## src/hw/rtl/biquad_cascade_highpass_top_defines.svh

```systemverilog
// ----------------------------------------------------------------------------
// Biquad cascade assertion macros
// Shared concurrent assertion forms for the biquad cascade RTL.
// ----------------------------------------------------------------------------
`ifndef BIQUAD_CASCADE_HIGHPASS_TOP_DEFINES_SVH
`define BIQUAD_CASCADE_HIGHPASS_TOP_DEFINES_SVH

// Consequent must hold in the same cycle as the antecedent.
`define BQC_ASSERT_SAME(label, clk, rst, ante, cons) \
   label: assert property (@(posedge clk) disable iff (rst) (ante) |-> (cons)) \
      else $error("bqc: same-cycle check failed");

// Consequent must hold in the cycle after the antecedent.
`define BQC_ASSERT_NEXT(label, clk, rst, ante, cons) \
   label: assert property (@(posedge clk) disable iff (rst) (ante) |=> (cons)) \
      else $error("bqc: next-cycle check failed");

`endif

```

## src/hw/rtl/bqc_pkg.sv

```systemverilog
// ----------------------------------------------------------------------------
// Biquad cascade package
// Payload types, control word format, microcode program and rounding helpers.
// ----------------------------------------------------------------------------
package bqc_pkg;

   // Field widths and fixed-point constants.
   localparam int SAMPLE_W    = 24;
   localparam int COEF_W      = 32;
   localparam int DLY_W       = 32;
   localparam int ACC_W       = 64;
   localparam int CIDX_W      = 5;
   localparam int ACT_W       = 3;
   localparam int ACC_FRAC_SH = 26;
   localparam int CSR_INDEX_W = 2;
   localparam int COEF_PER_STAGE = 5;
   localparam int DLY_PER_STAGE  = 2;

   // Commands carried by an input transfer.
   localparam logic CMD_FILTER = 1'b0;
   localparam logic CMD_COEF   = 1'b1;

   // Configuration register indexes and reset values.
   localparam logic [CSR_INDEX_W-1:0] CSR_OUTPUT_GAIN   = 2'd0;
   localparam logic [CSR_INDEX_W-1:0] CSR_ACTIVE_STAGES = 2'd1;
   localparam logic signed [COEF_W-1:0] GAIN_RESET   = 32'sd268435456;
   localparam logic [ACT_W-1:0]         ACTIVE_RESET = 3'd4;

   typedef struct packed {
      logic                       command;
      logic signed [SAMPLE_W-1:0] sample_in;
      logic [CIDX_W-1:0]          coef_index;
      logic signed [COEF_W-1:0]   coef_value;
   } req_type;

   typedef struct packed {
      logic signed [SAMPLE_W-1:0] sample_out;
      logic                       saturated;
   } rsp_type;

   // Coefficient slots within one stage and delay slots within one stage.
   typedef logic [2:0] slot_type;
   localparam slot_type SLOT_A1 = 3'd0;
   localparam slot_type SLOT_A2 = 3'd1;
   localparam slot_type SLOT_B0 = 3'd2;
   localparam slot_type SLOT_B1 = 3'd3;
   localparam slot_type SLOT_B2 = 3'd4;
   localparam logic DLY_Z1 = 1'b0;
   localparam logic DLY_Z2 = 1'b1;

   typedef enum logic [1:0] {Z_NONE, Z_LOAD1, Z_LOAD2} zld_type;
   typedef enum logic {MA_COEF, MA_GAIN} mula_type;
   typedef enum logic [1:0] {MB_Z1, MB_Z2, MB_W, MB_X} mulb_type;
   typedef enum logic [2:0] {ACC_HOLD, ACC_INIT, ACC_SUB, ACC_ADD, ACC_LOAD} acc_type;
   typedef enum logic [1:0] {DW_NONE, DW_Z2, DW_Z1} dwr_type;
   typedef enum logic [1:0] {SEQ_NEXT, SEQ_LOOP, SEQ_DONE} seq_type;

   typedef struct packed {
      logic     dly_rd;
      logic     dly_slot;
      logic     coef_rd;
      slot_type coef_slot;
      zld_type  zld;
      logic     mul_en;
      mula_type mula;
      mulb_type mulb;
      acc_type  acc;
      logic     wr_w;
      logic     wr_x;
      dwr_type  dwr;
      seq_type  seq;
   } ctrl_word_type;

   localparam ctrl_word_type UC_NOP = '{
      dly_rd: 1'b0, dly_slot: DLY_Z1, coef_rd: 1'b0, coef_slot: SLOT_A1,
      zld: Z_NONE, mul_en: 1'b0, mula: MA_COEF, mulb: MB_Z1, acc: ACC_HOLD,
      wr_w: 1'b0, wr_x: 1'b0, dwr: DW_NONE, seq: SEQ_NEXT};

   // Program counter and named program locations.
   typedef logic [3:0] pc_type;
   localparam pc_type PC_LOOP = 4'd0;
   localparam pc_type PC_RD_Z2 = 4'd1;
   localparam pc_type PC_MUL_A1 = 4'd2;
   localparam pc_type PC_MUL_A2 = 4'd3;
   localparam pc_type PC_MUL_B1 = 4'd4;
   localparam pc_type PC_ROUND_W = 4'd5;
   localparam pc_type PC_MUL_B0 = 4'd6;
   localparam pc_type PC_ACC_B0 = 4'd7;
   localparam pc_type PC_ROUND_X = 4'd8;
   localparam pc_type PC_GAIN = 4'd9;
   localparam pc_type PC_DONE = 4'd10;

   // Microcode program. Steps PC_LOOP..PC_ROUND_X run once per stage; memory
   // read data and products are each registered and used by the step that follows.
   function automatic ctrl_word_type ucode_rom(input pc_type pc);
      ctrl_word_type cw;
      cw = UC_NOP;
      unique case (pc)
         PC_LOOP: begin
            cw.dly_rd = 1'b1; cw.dly_slot = DLY_Z1;
         end
         PC_RD_Z2: begin
            cw.dly_rd = 1'b1; cw.dly_slot = DLY_Z2;
            cw.zld = Z_LOAD1;
            cw.coef_rd = 1'b1; cw.coef_slot = SLOT_A1;
            cw.acc = ACC_INIT;
         end
         PC_MUL_A1: begin
            cw.zld = Z_LOAD2;
            cw.coef_rd = 1'b1; cw.coef_slot = SLOT_A2;
            cw.mul_en = 1'b1; cw.mula = MA_COEF; cw.mulb = MB_Z1;
         end
         PC_MUL_A2: begin
            cw.coef_rd = 1'b1; cw.coef_slot = SLOT_B1;
            cw.mul_en = 1'b1; cw.mula = MA_COEF; cw.mulb = MB_Z2;
            cw.acc = ACC_SUB;
         end
         PC_MUL_B1: begin
            cw.coef_rd = 1'b1; cw.coef_slot = SLOT_B2;
            cw.mul_en = 1'b1; cw.mula = MA_COEF; cw.mulb = MB_Z1;
            cw.acc = ACC_SUB;
         end
         PC_ROUND_W: begin
            cw.coef_rd = 1'b1; cw.coef_slot = SLOT_B0;
            cw.mul_en = 1'b1; cw.mula = MA_COEF; cw.mulb = MB_Z2;
            cw.wr_w = 1'b1; cw.acc = ACC_LOAD;
            cw.dwr = DW_Z2;
         end
         PC_MUL_B0: begin
            cw.mul_en = 1'b1; cw.mula = MA_COEF; cw.mulb = MB_W;
            cw.acc = ACC_ADD;
            cw.dwr = DW_Z1;
         end
         PC_ACC_B0: begin
            cw.acc = ACC_ADD;
         end
         PC_ROUND_X: begin
            cw.wr_x = 1'b1; cw.seq = SEQ_LOOP;
         end
         PC_GAIN: begin
            cw.mul_en = 1'b1; cw.mula = MA_GAIN; cw.mulb = MB_X;
         end
         PC_DONE: begin
            cw.seq = SEQ_DONE;
         end
         default: begin
            cw = UC_NOP;
         end
      endcase
      return cw;
   endfunction

   typedef struct packed {
      logic                    clip;
      logic signed [DLY_W-1:0] value;
   } rnd_dly_type;

   typedef struct packed {
      logic                       clip;
      logic signed [SAMPLE_W-1:0] value;
   } rnd_out_type;

   // Q14.50 sum to Q8.24: round half up, saturate to 32 bits.
   function automatic rnd_dly_type rnd_q824(input logic signed [ACC_W-1:0] acc);
      logic signed [ACC_W-1:0] sum;
      rnd_dly_type r;
      sum = acc + 64'sd33554432;
      r.clip = !((&sum[63:57]) || (~|sum[63:57]));
      if (r.clip) begin
         r.value = sum[63] ? 32'sh8000_0000 : 32'sh7FFF_FFFF;
      end else begin
         r.value = sum[57:26];
      end
      return r;
   endfunction

   // Q12.52 product to Q1.23: round half up, saturate to 24 bits.
   function automatic rnd_out_type rnd_q123(input logic signed [ACC_W-1:0] p);
      logic signed [ACC_W-1:0] sum;
      rnd_out_type r;
      sum = p + 64'sd268435456;
      r.clip = !((&sum[63:52]) || (~|sum[63:52]));
      if (r.clip) begin
         r.value = sum[63] ? 24'sh80_0000 : 24'sh7F_FFFF;
      end else begin
         r.value = sum[52:29];
      end
      return r;
   endfunction

endpackage

```

## src/hw/rtl/bqc_datapath.sv

```systemverilog
// ----------------------------------------------------------------------------
// Biquad cascade datapath
// Shared multiplier, accumulator, rounding unit and working registers,
// driven one control word per cycle by the sequencer.
// ----------------------------------------------------------------------------
module bqc_datapath (
   input  logic                                    clock,
   input  logic                                    reset,
   input  logic                                    start,
   input  logic signed [bqc_pkg::SAMPLE_W-1:0]     sample,
   input  bqc_pkg::ctrl_word_type                  cw,
   input  logic signed [bqc_pkg::COEF_W-1:0]       coef_q,
   input  logic signed [bqc_pkg::DLY_W-1:0]        dly_q,
   input  logic signed [bqc_pkg::COEF_W-1:0]       gain,
   output logic signed [bqc_pkg::DLY_W-1:0]        z1,
   output logic signed [bqc_pkg::DLY_W-1:0]        w,
   output logic signed [bqc_pkg::SAMPLE_W-1:0]     out_sample,
   output logic                                    out_clip,
   output logic                                    flag
);
   import bqc_pkg::*;

   logic signed [DLY_W-1:0] x_ff, x_in;
   logic signed [DLY_W-1:0] z1_ff, z1_in;
   logic signed [DLY_W-1:0] z2_ff, z2_in;
   logic signed [DLY_W-1:0] w_ff, w_in;
   logic signed [ACC_W-1:0] prod_ff, prod_in;
   logic signed [ACC_W-1:0] acc_ff, acc_in;
   logic                    flag_ff, flag_in;

   logic signed [COEF_W-1:0] mul_a;
   logic signed [DLY_W-1:0]  mul_b;
   logic signed [ACC_W-1:0]  term;
   logic signed [ACC_W-1:0]  acc_init;
   rnd_dly_type              rnd_acc;
   rnd_out_type              rnd_out;

   // Operand selection, product scaling and rounding.
   always_comb begin
      mul_a = (cw.mula == MA_GAIN) ? gain : coef_q;
      unique case (cw.mulb)
         MB_Z1:   mul_b = z1_ff;
         MB_Z2:   mul_b = z2_ff;
         MB_W:    mul_b = w_ff;
         MB_X:    mul_b = x_ff;
         default: mul_b = x_ff;
      endcase
      term     = prod_ff >>> 2;
      acc_init = {{(ACC_W-DLY_W-ACC_FRAC_SH){x_ff[DLY_W-1]}}, x_ff, {ACC_FRAC_SH{1'b0}}};
      rnd_acc  = rnd_q824(acc_ff);
      rnd_out  = rnd_q123(prod_ff);
   end

   // Next values of the working registers.
   always_comb begin
      x_in    = x_ff;
      z1_in   = z1_ff;
      z2_in   = z2_ff;
      w_in    = w_ff;
      prod_in = prod_ff;
      acc_in  = acc_ff;
      flag_in = flag_ff;
      if (start) begin
         x_in    = {{(DLY_W-SAMPLE_W-1){sample[SAMPLE_W-1]}}, sample, 1'b0};
         flag_in = 1'b0;
      end else begin
         if (cw.wr_x) begin
            x_in = rnd_acc.value;
         end
         if ((cw.wr_x || cw.wr_w) && rnd_acc.clip) begin
            flag_in = 1'b1;
         end
      end
      if (cw.wr_w) begin
         w_in = rnd_acc.value;
      end
      unique case (cw.zld)
         Z_LOAD1: z1_in = dly_q;
         Z_LOAD2: z2_in = dly_q;
         default: ;
      endcase
      if (cw.mul_en) begin
         prod_in = ACC_W'(mul_a) * ACC_W'(mul_b);
      end
      unique case (cw.acc)
         ACC_INIT: acc_in = acc_init;
         ACC_SUB:  acc_in = acc_ff - term;
         ACC_ADD:  acc_in = acc_ff + term;
         ACC_LOAD: acc_in = term;
         default:  acc_in = acc_ff;
      endcase
   end

   // Payload registers.
   always_ff @(posedge clock) begin
      x_ff    <= x_in;
      z1_ff   <= z1_in;
      z2_ff   <= z2_in;
      w_ff    <= w_in;
      prod_ff <= prod_in;
      acc_ff  <= acc_in;
   end

   // Saturation flag for the sample in flight.
   always_ff @(posedge clock) begin
      if (reset) begin
         flag_ff <= 1'b0;
      end else begin
         flag_ff <= flag_in;
      end
   end

   assign z1         = z1_ff;
   assign w          = w_ff;
   assign out_sample = rnd_out.value;
   assign out_clip   = rnd_out.clip;
   assign flag       = flag_ff;

endmodule

```

## src/hw/rtl/biquad_cascade_highpass_top.sv

```systemverilog
// ----------------------------------------------------------------------------
// Biquad cascade high-pass filter top level
// Microcoded cascade of direct-form-II biquad sections with output gain.
// ----------------------------------------------------------------------------
// Usage:
// The req channel carries one item per transfer. Command CMD_COEF stores
// coef_value at coef_index (stage*5 + slot a1,a2,b0,b1,b2) and
// returns nothing; indexes past the last stage are dropped. Command
// CMD_FILTER runs sample_in through the first active_stages sections and the
// output gain, then returns one rsp item with the rounded, saturated sample
// and a flag that is set when any intermediate or the output was clipped.
// A filter item runs the microcode loop once per active stage, then the
// gain multiply and output rounding. The single shared multiplier serves
// all steps, so a new item is taken only after the previous result has
// been loaded into the output register.
// req_stall is high while a sample is in work. When rsp_stall holds the
// result, the sequencer waits on its last step; the output register keeps
// the pending transfer. The csr port is always ready; write it only while
// idle. Reset clears coefficients, delay values and state, and loads the
// gain with 1.0 and active_stages with 4; no clearing pass is needed.
// ----------------------------------------------------------------------------
`include "biquad_cascade_highpass_top_defines.svh"

module biquad_cascade_highpass_top #(
   parameter int STAGES = 4
) (
   input  logic                                clock,
   input  logic                                reset,
   input  logic                                req_valid,
   output logic                                req_stall,
   input  bqc_pkg::req_type                    req_data,
   output logic                                rsp_valid,
   input  logic                                rsp_stall,
   output bqc_pkg::rsp_type                    rsp_data,
   input  logic                                csr_valid,
   output logic                                csr_ready,
   input  logic [bqc_pkg::CSR_INDEX_W-1:0]     csr_index,
   input  logic [31:0]                         csr_wdata
);
   import bqc_pkg::*;

   localparam int COEF_DEPTH = COEF_PER_STAGE * STAGES;
   localparam int DLY_DEPTH  = DLY_PER_STAGE * STAGES;
   localparam int CADDR_W    = $clog2(COEF_DEPTH);
   localparam int DADDR_W    = (DLY_DEPTH > 1) ? $clog2(DLY_DEPTH) : 1;
   localparam int SIDX_W     = (STAGES > 1) ? $clog2(STAGES) : 1;
   localparam int IDX_W      = (CADDR_W > CIDX_W) ? CADDR_W : CIDX_W;

   // Configuration registers.
   logic signed [COEF_W-1:0] gain_ff, gain_in;
   logic [ACT_W-1:0]         act_ff, act_in;

   // Sequencer state.
   logic               busy_ff, busy_in;
   pc_type             pc_ff, pc_in;
   logic [SIDX_W-1:0]  stage_ff, stage_in;
   logic [SIDX_W-1:0]  last_ff, last_in;
   logic [CADDR_W-1:0] cbase_ff, cbase_in;
   logic [DADDR_W-1:0] dbase_ff, dbase_in;

   // Memories and their registered read data.
   logic signed [COEF_W-1:0] coef_mem [COEF_DEPTH];
   logic [COEF_DEPTH-1:0]    coef_vld_ff;
   logic signed [COEF_W-1:0] coef_q_ff;
   logic signed [DLY_W-1:0]  dly_mem [DLY_DEPTH];
   logic [DLY_DEPTH-1:0]     dly_vld_ff;
   logic signed [DLY_W-1:0]  dly_q_ff;

   // Output register.
   logic    rsp_valid_ff, rsp_valid_in;
   rsp_type rsp_data_ff;

   ctrl_word_type            cw;
   logic                     sample_go;
   logic                     coef_go;
   logic                     out_load;
   logic                     last_stage;
   logic [IDX_W-1:0]         cidx_ext;
   logic                     cidx_ok;
   logic [CADDR_W-1:0]       cwr_addr;
   logic [CADDR_W-1:0]       crd_addr;
   logic [DADDR_W-1:0]       drd_addr;
   logic [DADDR_W-1:0]       dwr_addr;
   logic signed [DLY_W-1:0]  dwr_data;
   logic signed [DLY_W-1:0]  dp_z1;
   logic signed [DLY_W-1:0]  dp_w;
   logic signed [SAMPLE_W-1:0] dp_out;
   logic                     dp_clip;
   logic                     dp_flag;

   // Transfers on the request channel and the control word of this step.
   always_comb begin
      sample_go  = req_valid && !busy_ff && (req_data.command == CMD_FILTER);
      coef_go    = req_valid && !busy_ff && (req_data.command == CMD_COEF);
      cw         = busy_ff ? ucode_rom(pc_ff) : UC_NOP;
      out_load   = busy_ff && (cw.seq == SEQ_DONE) && (!rsp_valid_ff || !rsp_stall);
      last_stage = (stage_ff == last_ff);
      cidx_ext   = IDX_W'(req_data.coef_index);
      cidx_ok    = (cidx_ext < IDX_W'(COEF_DEPTH));
      cwr_addr   = cidx_ext[CADDR_W-1:0];
      crd_addr   = cbase_ff + CADDR_W'(cw.coef_slot);
      drd_addr   = dbase_ff + DADDR_W'(cw.dly_slot);
      dwr_addr   = (cw.dwr == DW_Z2) ? (dbase_ff + DADDR_W'(DLY_Z2)) : dbase_ff;
      dwr_data   = (cw.dwr == DW_Z2) ? dp_z1 : dp_w;
   end

   // Last stage index: zero stages act as one, too many act as STAGES.
   always_comb begin
      if (act_ff == '0) begin
         last_in = '0;
      end else if (int'(act_ff) > STAGES) begin
         last_in = SIDX_W'(STAGES - 1);
      end else begin
         last_in = SIDX_W'(act_ff - 3'd1);
      end
   end

   // Sequencer next state.
   always_comb begin
      busy_in  = busy_ff;
      pc_in    = pc_ff;
      stage_in = stage_ff;
      cbase_in = cbase_ff;
      dbase_in = dbase_ff;
      if (sample_go) begin
         busy_in  = 1'b1;
         pc_in    = PC_LOOP;
         stage_in = '0;
         cbase_in = '0;
         dbase_in = '0;
      end else if (busy_ff) begin
         unique case (cw.seq)
            SEQ_NEXT: begin
               pc_in = pc_ff + 4'd1;
            end
            SEQ_LOOP: begin
               if (last_stage) begin
                  pc_in = PC_GAIN;
               end else begin
                  pc_in    = PC_LOOP;
                  stage_in = stage_ff + SIDX_W'(1);
                  cbase_in = cbase_ff + CADDR_W'(COEF_PER_STAGE);
                  dbase_in = dbase_ff + DADDR_W'(DLY_PER_STAGE);
               end
            end
            SEQ_DONE: begin
               if (out_load) begin
                  busy_in = 1'b0;
                  pc_in   = PC_LOOP;
               end
            end
            default: begin
               pc_in = pc_ff;
            end
         endcase
      end
   end

   // Sequencer registers.
   always_ff @(posedge clock) begin
      if (reset) begin
         busy_ff  <= 1'b0;
         pc_ff    <= PC_LOOP;
         stage_ff <= '0;
         last_ff  <= '0;
         cbase_ff <= '0;
         dbase_ff <= '0;
      end else begin
         busy_ff  <= busy_in;
         pc_ff    <= pc_in;
         stage_ff <= stage_in;
         cbase_ff <= cbase_in;
         dbase_ff <= dbase_in;
         if (sample_go) begin
            last_ff <= last_in;
         end
      end
   end

   // Configuration register writes.
   always_comb begin
      gain_in = gain_ff;
      act_in  = act_ff;
      if (csr_valid && csr_ready) begin
         if (csr_index == CSR_OUTPUT_GAIN) begin
            gain_in = csr_wdata;
         end else if (csr_index == CSR_ACTIVE_STAGES) begin
            act_in = csr_wdata[ACT_W-1:0];
         end
      end
   end

   always_ff @(posedge clock) begin
      if (reset) begin
         gain_ff <= GAIN_RESET;
         act_ff  <= ACTIVE_RESET;
      end else begin
         gain_ff <= gain_in;
         act_ff  <= act_in;
      end
   end

   // Coefficient memory: written by coefficient transfers, read by microcode.
   always_ff @(posedge clock) begin
      if (coef_go && cidx_ok) begin
         coef_mem[cwr_addr] <= req_data.coef_value;
      end
      if (cw.coef_rd) begin
         coef_q_ff <= coef_vld_ff[crd_addr] ? coef_mem[crd_addr] : '0;
      end
   end

   always_ff @(posedge clock) begin
      if (reset) begin
         coef_vld_ff <= '0;
      end else if (coef_go && cidx_ok) begin
         coef_vld_ff[cwr_addr] <= 1'b1;
      end
   end

   // Delay value memory: z1 of stage s at 2s, z2 at 2s+1.
   always_ff @(posedge clock) begin
      if (cw.dwr != DW_NONE) begin
         dly_mem[dwr_addr] <= dwr_data;
      end
      if (cw.dly_rd) begin
         dly_q_ff <= dly_vld_ff[drd_addr] ? dly_mem[drd_addr] : '0;
      end
   end

   always_ff @(posedge clock) begin
      if (reset) begin
         dly_vld_ff <= '0;
      end else if (cw.dwr != DW_NONE) begin
         dly_vld_ff[dwr_addr] <= 1'b1;
      end
   end

   // Shared arithmetic.
   bqc_datapath u_datapath (
      .clock      (clock),
      .reset      (reset),
      .start      (sample_go),
      .sample     (req_data.sample_in),
      .cw         (cw),
      .coef_q     (coef_q_ff),
      .dly_q      (dly_q_ff),
      .gain       (gain_ff),
      .z1         (dp_z1),
      .w          (dp_w),
      .out_sample (dp_out),
      .out_clip   (dp_clip),
      .flag       (dp_flag)
   );

   // Output register holds the result until its transfer completes.
   always_comb begin
      rsp_valid_in = rsp_valid_ff;
      if (out_load) begin
         rsp_valid_in = 1'b1;
      end else if (!rsp_stall) begin
         rsp_valid_in = 1'b0;
      end
   end

   always_ff @(posedge clock) begin
      if (reset) begin
         rsp_valid_ff <= 1'b0;
      end else begin
         rsp_valid_ff <= rsp_valid_in;
      end
   end

   always_ff @(posedge clock) begin
      if (out_load) begin
         rsp_data_ff.sample_out <= dp_out;
         rsp_data_ff.saturated  <= dp_flag || dp_clip;
      end
   end

   assign req_stall = busy_ff;
   assign rsp_valid = rsp_valid_ff;
   assign rsp_data  = rsp_data_ff;
   assign csr_ready = 1'b1;

   // Sequencer checks.
   `BQC_ASSERT_NEXT(a_start_busy, clock, reset, sample_go, busy_ff && (pc_ff == PC_LOOP))
   `BQC_ASSERT_SAME(a_idle_pc, clock, reset, !busy_ff, pc_ff == PC_LOOP)
   `BQC_ASSERT_SAME(a_stage_bound, clock, reset, busy_ff, stage_ff <= last_ff)
   `BQC_ASSERT_SAME(a_load_at_done, clock, reset, out_load, busy_ff && (pc_ff == PC_DONE))

endmodule
```

## config.mk

```make
export PLATFORM = sky130hd
export DESIGN_NAME = biquad_cascade_highpass_top
export DESIGN_NICKNAME = d
export VERILOG_FILES = /design/src/hw/rtl/bqc_pkg.sv /design/src/hw/rtl/bqc_datapath.sv /design/src/hw/rtl/biquad_cascade_highpass_top.sv
export VERILOG_INCLUDE_DIRS = /design/src /design/src/hw/rtl
export SDC_FILE = /design/constraint.sdc
export NUM_CORES = 2
export LEC_CHECK = 0
export ABC_CLOCK_PERIOD_IN_PS = 22100
export BUFFER_PORTS_ARGS = -buffer_cell sky130_fd_sc_hd__buf_2
export CAP_MARGIN = 20
export CORE_MARGIN = 2
export CORE_UTILIZATION = 51
export CTS_BUF_LIST = sky130_fd_sc_hd__clkbuf_4
export DETAILED_ROUTE_END_ITERATION = 7
export HOLD_SLACK_MARGIN = 0.05
export PLACE_DENSITY = 0.71
export SKIP_CTS_REPAIR_TIMING = 1
export SLEW_MARGIN = 15
export SYNTH_ARGS = -nofsm -noshare
export SYNTH_HDL_FRONTEND = slang
export SYNTH_SLANG_ARGS = --single-unit
```

## constraint.sdc

```tcl
create_clock -name clock -period 22.1 [get_ports clock]
set_input_delay 4.42 -clock clock [delete_from_list [all_inputs] [get_ports clock]]
set_output_delay 4.42 -clock clock [all_outputs]
set_load 0.03 [all_outputs]
```

; ---- After elaboration in Yosys (flattened, before gate mapping)
; Memory sizes are Yosys's and may differ from the RTL's. A register that Yosys moved wholly into a read port is not among the register bits.
; Cells that the tools add are included.
; Widths: inputs -> output; s select.
[op_classes]
order_cmp = 8
mul = 1
bitwise_logic = 5
eq_ne = 26
mux = 44
n_reduce_logical = 45
add_sub_neg = 12
[op_table]
columns = cell, count
row1 = $pmux 64 s4, 1
row2 = $mux 32, 6
row3 = $pmux 32 s4, 1
row4 = $add 64x27->64 const B, 1
row5 = $add 64x30->64 const B, 1
row6 = $add 64x62->64, 1
row7 = $mul 32x32->64, 1
row8 = $sub 64x62->64, 1
row9 = $mux 24, 2
row10 = $mux 21, 1
row11 = $or 20x20->20, 1
row12 = $pmux 4 s5, 1
row13 = $eq 4x3->1 const B, 4
row14 = $mux 1, 16
row15 = $pmux 2 s2, 4
row16 = $pmux 4 s4, 1
row17 = $eq 4x4->1 const B, 3
row18 = $lt 5x6->1 const B, 2
row19 = $pmux 3 s4, 1
row20 = $pmux 4 s3, 1
row21 = $reduce_and 12->1, 1
row22 = $reduce_or 12->1, 1
row23 = $eq 2x1->1 const B, 5
row24 = $reduce_or 2->1, 5
row25 = 44 further kinds, 79
[totals]
inputBits = 101
memories = 2
ram_bits = 896
regBits = 363
elab_cells = 164
[mem_list]
columns = memory, words, word_bits, read_ports, rd_clocked_by_memory_dff, write_ports, line_no
row1 = coef_mem, 20, 32, 1, 1, 1, biquad_cascade_highpass_top.sv:62  ; logic signed [COEF_W-1:0] coef_mem [COEF_DEPTH];
row2 = dly_mem, 8, 32, 1, 1, 1, biquad_cascade_highpass_top.sv:65  ; logic signed [DLY_W-1:0] dly_mem [DLY_DEPTH];

; ---- Logic depth before layout (Yosys ltp)
[logic_depth]
ltp_word = 11
ltp_mapped = 40
mapped_depth_nobuf = 36

; ---- Cells and area by module
; From an unflattened synthesis, not the netlist that was laid out.
[unflattened]
cells_unflattened = 7770
area_unflattened_um2 = 93289.5
[modules_own_cells]
columns = mod, instances, cells_per_inst, area_each_um2, seq_area_each_um2
row1 = bqc_datapath, 1, 5598, 52410.3, 7637.3
row2 = biquad_cascade_highpass_top, 1, 2172, 40879.2, 31179.9

; ---- Worst setup path before layout
; OpenSTA, ideal clock, no wires.
[synth_timing]
path_kind = flip-flop to flip-flop
from = register busy_ff (netlist: req_stall)
to = register u_datapath.prod_ff[62], data pin
arrival_time_ns = 9.380
period_less_slack_ns = 9.639
setup_slack_ns = 12.461
path_stages_with_launch = 33
cell_sequence = dfxtp_1 clkbuf_1 nand2b_1 buf_2 o21ai_1 buf_2 clkbuf_1 nand2_1 nand3_1 o21a_1 nand2_1 inv_1 fa_1 inv_1 fa_1 inv_1 fa_1 fa_1 inv_1 fa_1 inv_1 fa_1 fa_1 fa_1 ha_1 clkbuf_1 and3_1 nand3_1 o31ai_1 a31oi_1 o31ai_2 nor4bb_1 a211o_1
[synth_via]
elab_chain_len = 4
elab_cells_between_ends = 8
[synth_rtl]
columns = item, line_no
row1 = start: declaration, biquad_cascade_highpass_top.sv:54  ; logic busy_ff, busy_in;
row2 = start signal: assignment, biquad_cascade_highpass_top.sv:169  ; busy_ff <= busy_in;
row3 = $mux 21 *, biquad_cascade_highpass_top.sv:95  ; cw = busy_ff ? ucode_rom(pc_ff) : UC_NOP;
row4 = "$eq 2x2->1, or another cell as far along", bqc_datapath.sv:41  ; unique case (cw.mulb)
row5 = $pmux 32 s4, bqc_datapath.sv:41
row6 = $mul 32x32->64 *, bqc_datapath.sv:83  ; prod_in = ACC_W'(mul_a) * ACC_W'(mul_b);
row7 = end signal: assignment, bqc_datapath.sv:100  ; prod_ff <= prod_in;
row8 = end: declaration, bqc_datapath.sv:27  ; logic signed [ACC_W-1:0] prod_ff, prod_in;
; Mark *: on every way between the ends. The rest lies on a longest branch, timed or not.
; A chain may end at the register's enable or synchronous reset.

; ---- Worst setup path in the final report
[layout_timing]
from = register pc_ff[1]
to = register u_datapath.prod_ff[60], data pin
[layout_via]
elab_chain_len = 7
elab_cells_between_ends = 17
[layout_rtl]
columns = item, line_no
row1 = start: declaration, biquad_cascade_highpass_top.sv:55  ; pc_type pc_ff, pc_in;
row2 = start signal: assignment, biquad_cascade_highpass_top.sv:170  ; pc_ff <= pc_in;
row3 = $eq 4x3->1 or $eq 4x2->1 (tied branches), bqc_pkg.sv:98  ; unique case (pc)
row4 = $reduce_or 2->1 (no source line), --
row5 = $pmux 4 s4 *, bqc_pkg.sv:98
row6 = $mux 21 *, biquad_cascade_highpass_top.sv:95
row7 = "$eq 2x2->1, or another cell as far along", bqc_datapath.sv:41
row8 = $pmux 32 s4, bqc_datapath.sv:41
row9 = $mul 32x32->64 *, bqc_datapath.sv:83
; Marked as above.

==> impl_results.md <==
* Outcome: finished clean
* Leakage dissipation at 40.1 nW
* Number of distinct standard cells referenced by the synthesized netlist at 99
* H-tree lvl count at 5
* Clk root buf: sky130_fd_sc_hd__clkbuf_4
* Kind of critical path: flop to flop
* Total wirelength of the detailed-routed design at 259 mm
* Later-pin clock latency in the skew report at 1.31 ns
* Total iterations of the first detailed-routing run at 6
* CP Capture Type: flop
* Min cycle time layout at 11.43 ns
* Number of nets in the final layout at 9266
* Post-synthesis xor/xnor area fraction at under 10%
* Area used by multi-input combinational logic at between 40000 and 50000 um2
* Reported net switching power at ~1.3 mW
* Grt total ovfl at 0
* Average wire length per cell after detail routing at 24.8 um
* Achievable Freq at 0.0875 GHz
* Post-synthesis simple-gate area fraction at approximately a tenth
* Register area share after synthesis at between 40% and 50%
* CP startpoint kind: flop
* Layout Area Growth over Synthesis at 8.59%
* Post-route ant nets at 0
* Area used by sequential logic in the layout at 38800 um2
* Required time at the worst-slack endpoint at 23.13 ns
* Via density at 5.90
* Cell area after synthesis at ~90000 um2
* Mean post-synth cell area at 12.2 um2
* Biggest fanout along the worst timing path at 49
* Max clock buf depth at 4
* Number of remaining DRC errors at 0
* Worst reg-to-reg path cell count at 34
* Cells after synthesis at 7599
* Post-synth ARST share at 0%
* Slew HR at 23.3%
* Top Family by Delay on Critical Path: adder cells
* Floorplan core area at approximately 180000 um2
* Cell at the slowest stage of the critical path: sky130_fd_sc_hd__fa_1
* Number of vias after detailed routing at 61600
* Mux share of post-synthesis cell area at 7.86%
* Via count of the first global-routing pass at 64600
* Clock-pin transition on the worst setup and hold timing paths at 0.07 ns
* Largest net degree at the start of global routing at 104
* IO Port Bufs at ~130
* Max IR drop VDD at 0.0000746 V
* Main combinational cell family by area after synthesis: adder cells
* Number of antenna violations at the first check in global routing at 15
* Int Pwr at around 4.0 mW
* Fraction of final layout cells with drive strength greater than 1 at 15.6%
* Number of CTS-inserted buffers at about 350
* Worst EP arrival at ~12 ns
* Final std cells w/o fill at 10400
* Delay of the slowest critical-path stage at 0.90 ns
* Count of fill cells added during filler insertion at 14600
* Proportion of total power due to net switching at 23.9%
* Flip-flop and latch count after synthesis at 1320
* Clock skew at roughly 0.11 ns
* Final Slew Violations at 0
* Unrepaired setup endpoints after global routing: false
* Hold Fails Final Rpt at 0
* Core Util, Final at 55.7%
* Ratio of final minimum period to clock period at between 50% and 60%
* Total placed cells including tap cells at 9834
* Number of cells on the critical path at 34
* Die area at 185000 um2
* Routability-driven placement congestion ratio at 0.963
* Power Density at ~53 nW/um2
* Overall die width at around 430 um
* Endpoints failing setup at 0
* Hold Path Stages at 0
* Count of flip-flops with a built-in enable after synthesis at 1238
* Vertical extent of the die at 430 um
* Top-level port count at 129
* CP Buf/Inv Count at 9
* Combined global-route utilization of all metal layers at 28.5%
* Share of synthesized cell area in full adder, half adder and majority cells at a little over a quarter
* Compound-cell area share of the yosys netlist at 5.59%
* Hpwl dp at ~180 mm
* Number of clock sinks seen by CTS at 1320
* Clock network fraction of design power at 39.4%
* Transition time of the tightest slew-check pin at 1.15 ns
* Initial DRC count at ~5800
* Most used flip-flop cell after synthesis: sky130_fd_sc_hd__edfxtp_1
* Yosys warning total at 0
* Worst hold-check path type: flop to flop
* Proportion of power drawn by combinational gates at 8.3%
* Clock tree from TritonCTS: built
* Sequential share of power at 52.3%
* Max-cap violations at 0
* Initial core utilization at 51.3%
* Accumulated negative setup slack at 0 ns
* Site row count at 156
* Number of nets in the synthesized netlist at ~9100
* Wire length of the first global-routing pass at about 390 mm
[cell families after synthesis]
family,Yosys count
AO/OA/AOI/OAI,842
XOR/XNOR,259
adder cells (fa/ha/maj),1351
buffers and inverters,1417
flip-flops,1320
multiplexers,379
other,1
AND/OR/NAND/NOR,2030
[flip-flops by register name (all words and copies together), names as in the netlist, 62 cells and up]
signal,flops
coef_mem,640
dly_mem,256
u_datapath.acc_ff,64
u_datapath.prod_ff,62
[final timing paths]
kind | start | end | slack [ns]
setup / recovery | pc_ff[1] | u_datapath.prod_ff[60] | 10.67
hold / removal | dly_q_ff[16] | u_datapath.z1[16] | 0.44
setup reg to reg | pc_ff[1] | u_datapath.prod_ff[60] | 10.67
hold reg to reg | dly_q_ff[16] | u_datapath.z1[16] | 0.44
[layer usage]
| metal | vias to the layer above | track usage [%] | wire length, um |
|---|---|---|---|
| li1 | 26100 | - | - |
| met1 | 31300 | 36.1 | 95400 |
| met2 | 3341 | 46.1 | 124000 |
| met3 | 777 | 6.75 | 25800 |
| met4 | 8 | 14.3 | 13900 |
| met5 | - | 0 | 45 |
[area by class of cell]
cell class	instances	area share [%]
Inverter	1032	3.85
Sequential cell	1320	38.6
Tap cell	2370	2.95
Clock inverter	78	0.409
Antenna cell	12	0.0299
Timing Repair Buffer	252	1.60
Multi-Input combinational cell	4862	48.7
Clock buffer	516	3.85
[through the flow]
stage                     total power [mW]  worst slack, ns  hold slack, ns  area [um2]
after global placement                3.24            11.11           0.424       96200
after global routing                  5.50            10.00           0.444      101000
final                                 5.28            10.67           0.436      101000
after CTS                             5.32            10.76           0.437      100000
after floorplan                       3.09            12.46           0.421       92600
after detailed placement              3.25            10.82           0.430       96200
[cell usage after synthesis (7+ instances only)]
master | number | area share [%]
sky130_fd_sc_hd__a211oi_1 | 16 | 0.13
sky130_fd_sc_hd__a21boi_0 | 7 | 0.057
sky130_fd_sc_hd__a21o_1 | 81 | 0.66
sky130_fd_sc_hd__a21oi_1 | 263 | 1.4
sky130_fd_sc_hd__a22oi_1 | 32 | 0.26
sky130_fd_sc_hd__a2bb2oi_1 | 9 | 0.085
sky130_fd_sc_hd__a31oi_1 | 30 | 0.20
sky130_fd_sc_hd__and2_1 | 55 | 0.37
sky130_fd_sc_hd__and3_1 | 35 | 0.24
sky130_fd_sc_hd__and4_1 | 11 | 0.10
sky130_fd_sc_hd__buf_1 | 29 | 0.12
sky130_fd_sc_hd__buf_2 | 11 | 0.059
sky130_fd_sc_hd__clkbuf_1 | 336 | 1.4
sky130_fd_sc_hd__dfxtp_1 | 82 | 1.8
sky130_fd_sc_hd__edfxtp_1 | 1238 | 40
sky130_fd_sc_hd__fa_1 | 1084 | 23
sky130_fd_sc_hd__ha_1 | 266 | 3.6
sky130_fd_sc_hd__inv_1 | 1030 | 4.2
sky130_fd_sc_hd__mux2_2 | 65 | 0.79
sky130_fd_sc_hd__mux2i_1 | 42 | 0.45
sky130_fd_sc_hd__mux4_2 | 272 | 6.6
sky130_fd_sc_hd__nand2_1 | 882 | 3.6
sky130_fd_sc_hd__nand2b_1 | 60 | 0.41
sky130_fd_sc_hd__nand3_1 | 74 | 0.40
sky130_fd_sc_hd__nand4_1 | 41 | 0.28
sky130_fd_sc_hd__nor2_1 | 754 | 3.1
sky130_fd_sc_hd__nor2b_1 | 16 | 0.11
sky130_fd_sc_hd__nor3_1 | 31 | 0.17
sky130_fd_sc_hd__nor4_1 | 9 | 0.061
sky130_fd_sc_hd__o211ai_1 | 12 | 0.097
sky130_fd_sc_hd__o21a_1 | 29 | 0.24
sky130_fd_sc_hd__o21ai_0 | 224 | 1.2
sky130_fd_sc_hd__o21ai_1 | 23 | 0.12
sky130_fd_sc_hd__o21bai_1 | 25 | 0.20
sky130_fd_sc_hd__o31ai_1 | 19 | 0.15
sky130_fd_sc_hd__or3_1 | 14 | 0.095
sky130_fd_sc_hd__xnor2_1 | 167 | 1.6
sky130_fd_sc_hd__xor2_1 | 92 | 0.87
[placed cells by master, fill, tap and decap left out, types with 127 or more instances in the layout]
cell                       synthesis  final
sky130_fd_sc_hd__mux4_2          272    272
sky130_fd_sc_hd__xnor2_1         167    164
sky130_fd_sc_hd__inv_1          1030   1029
sky130_fd_sc_hd__o21ai_0         224    218
sky130_fd_sc_hd__ha_1            266    265
sky130_fd_sc_hd__edfxtp_1       1238   1238
sky130_fd_sc_hd__buf_2            11    127
sky130_fd_sc_hd__a21oi_1         263    260
sky130_fd_sc_hd__nor2_1          754    734
sky130_fd_sc_hd__fa_1           1084   1083
sky130_fd_sc_hd__nand2_1         882    879
sky130_fd_sc_hd__clkbuf_4          0    516
[power groups by stage]
stage	Sequential (mW)	Combinational, mW	Clock (mW)
floorplan	2.81	0.286	0
global placement	2.81	0.428	0
detailed placement	2.82	0.436	0
CTS	2.76	0.438	2.12
global route	2.76	0.485	2.25
finish	2.76	0.439	2.08
Note: power is estimated with default switching activity, not from simulation.
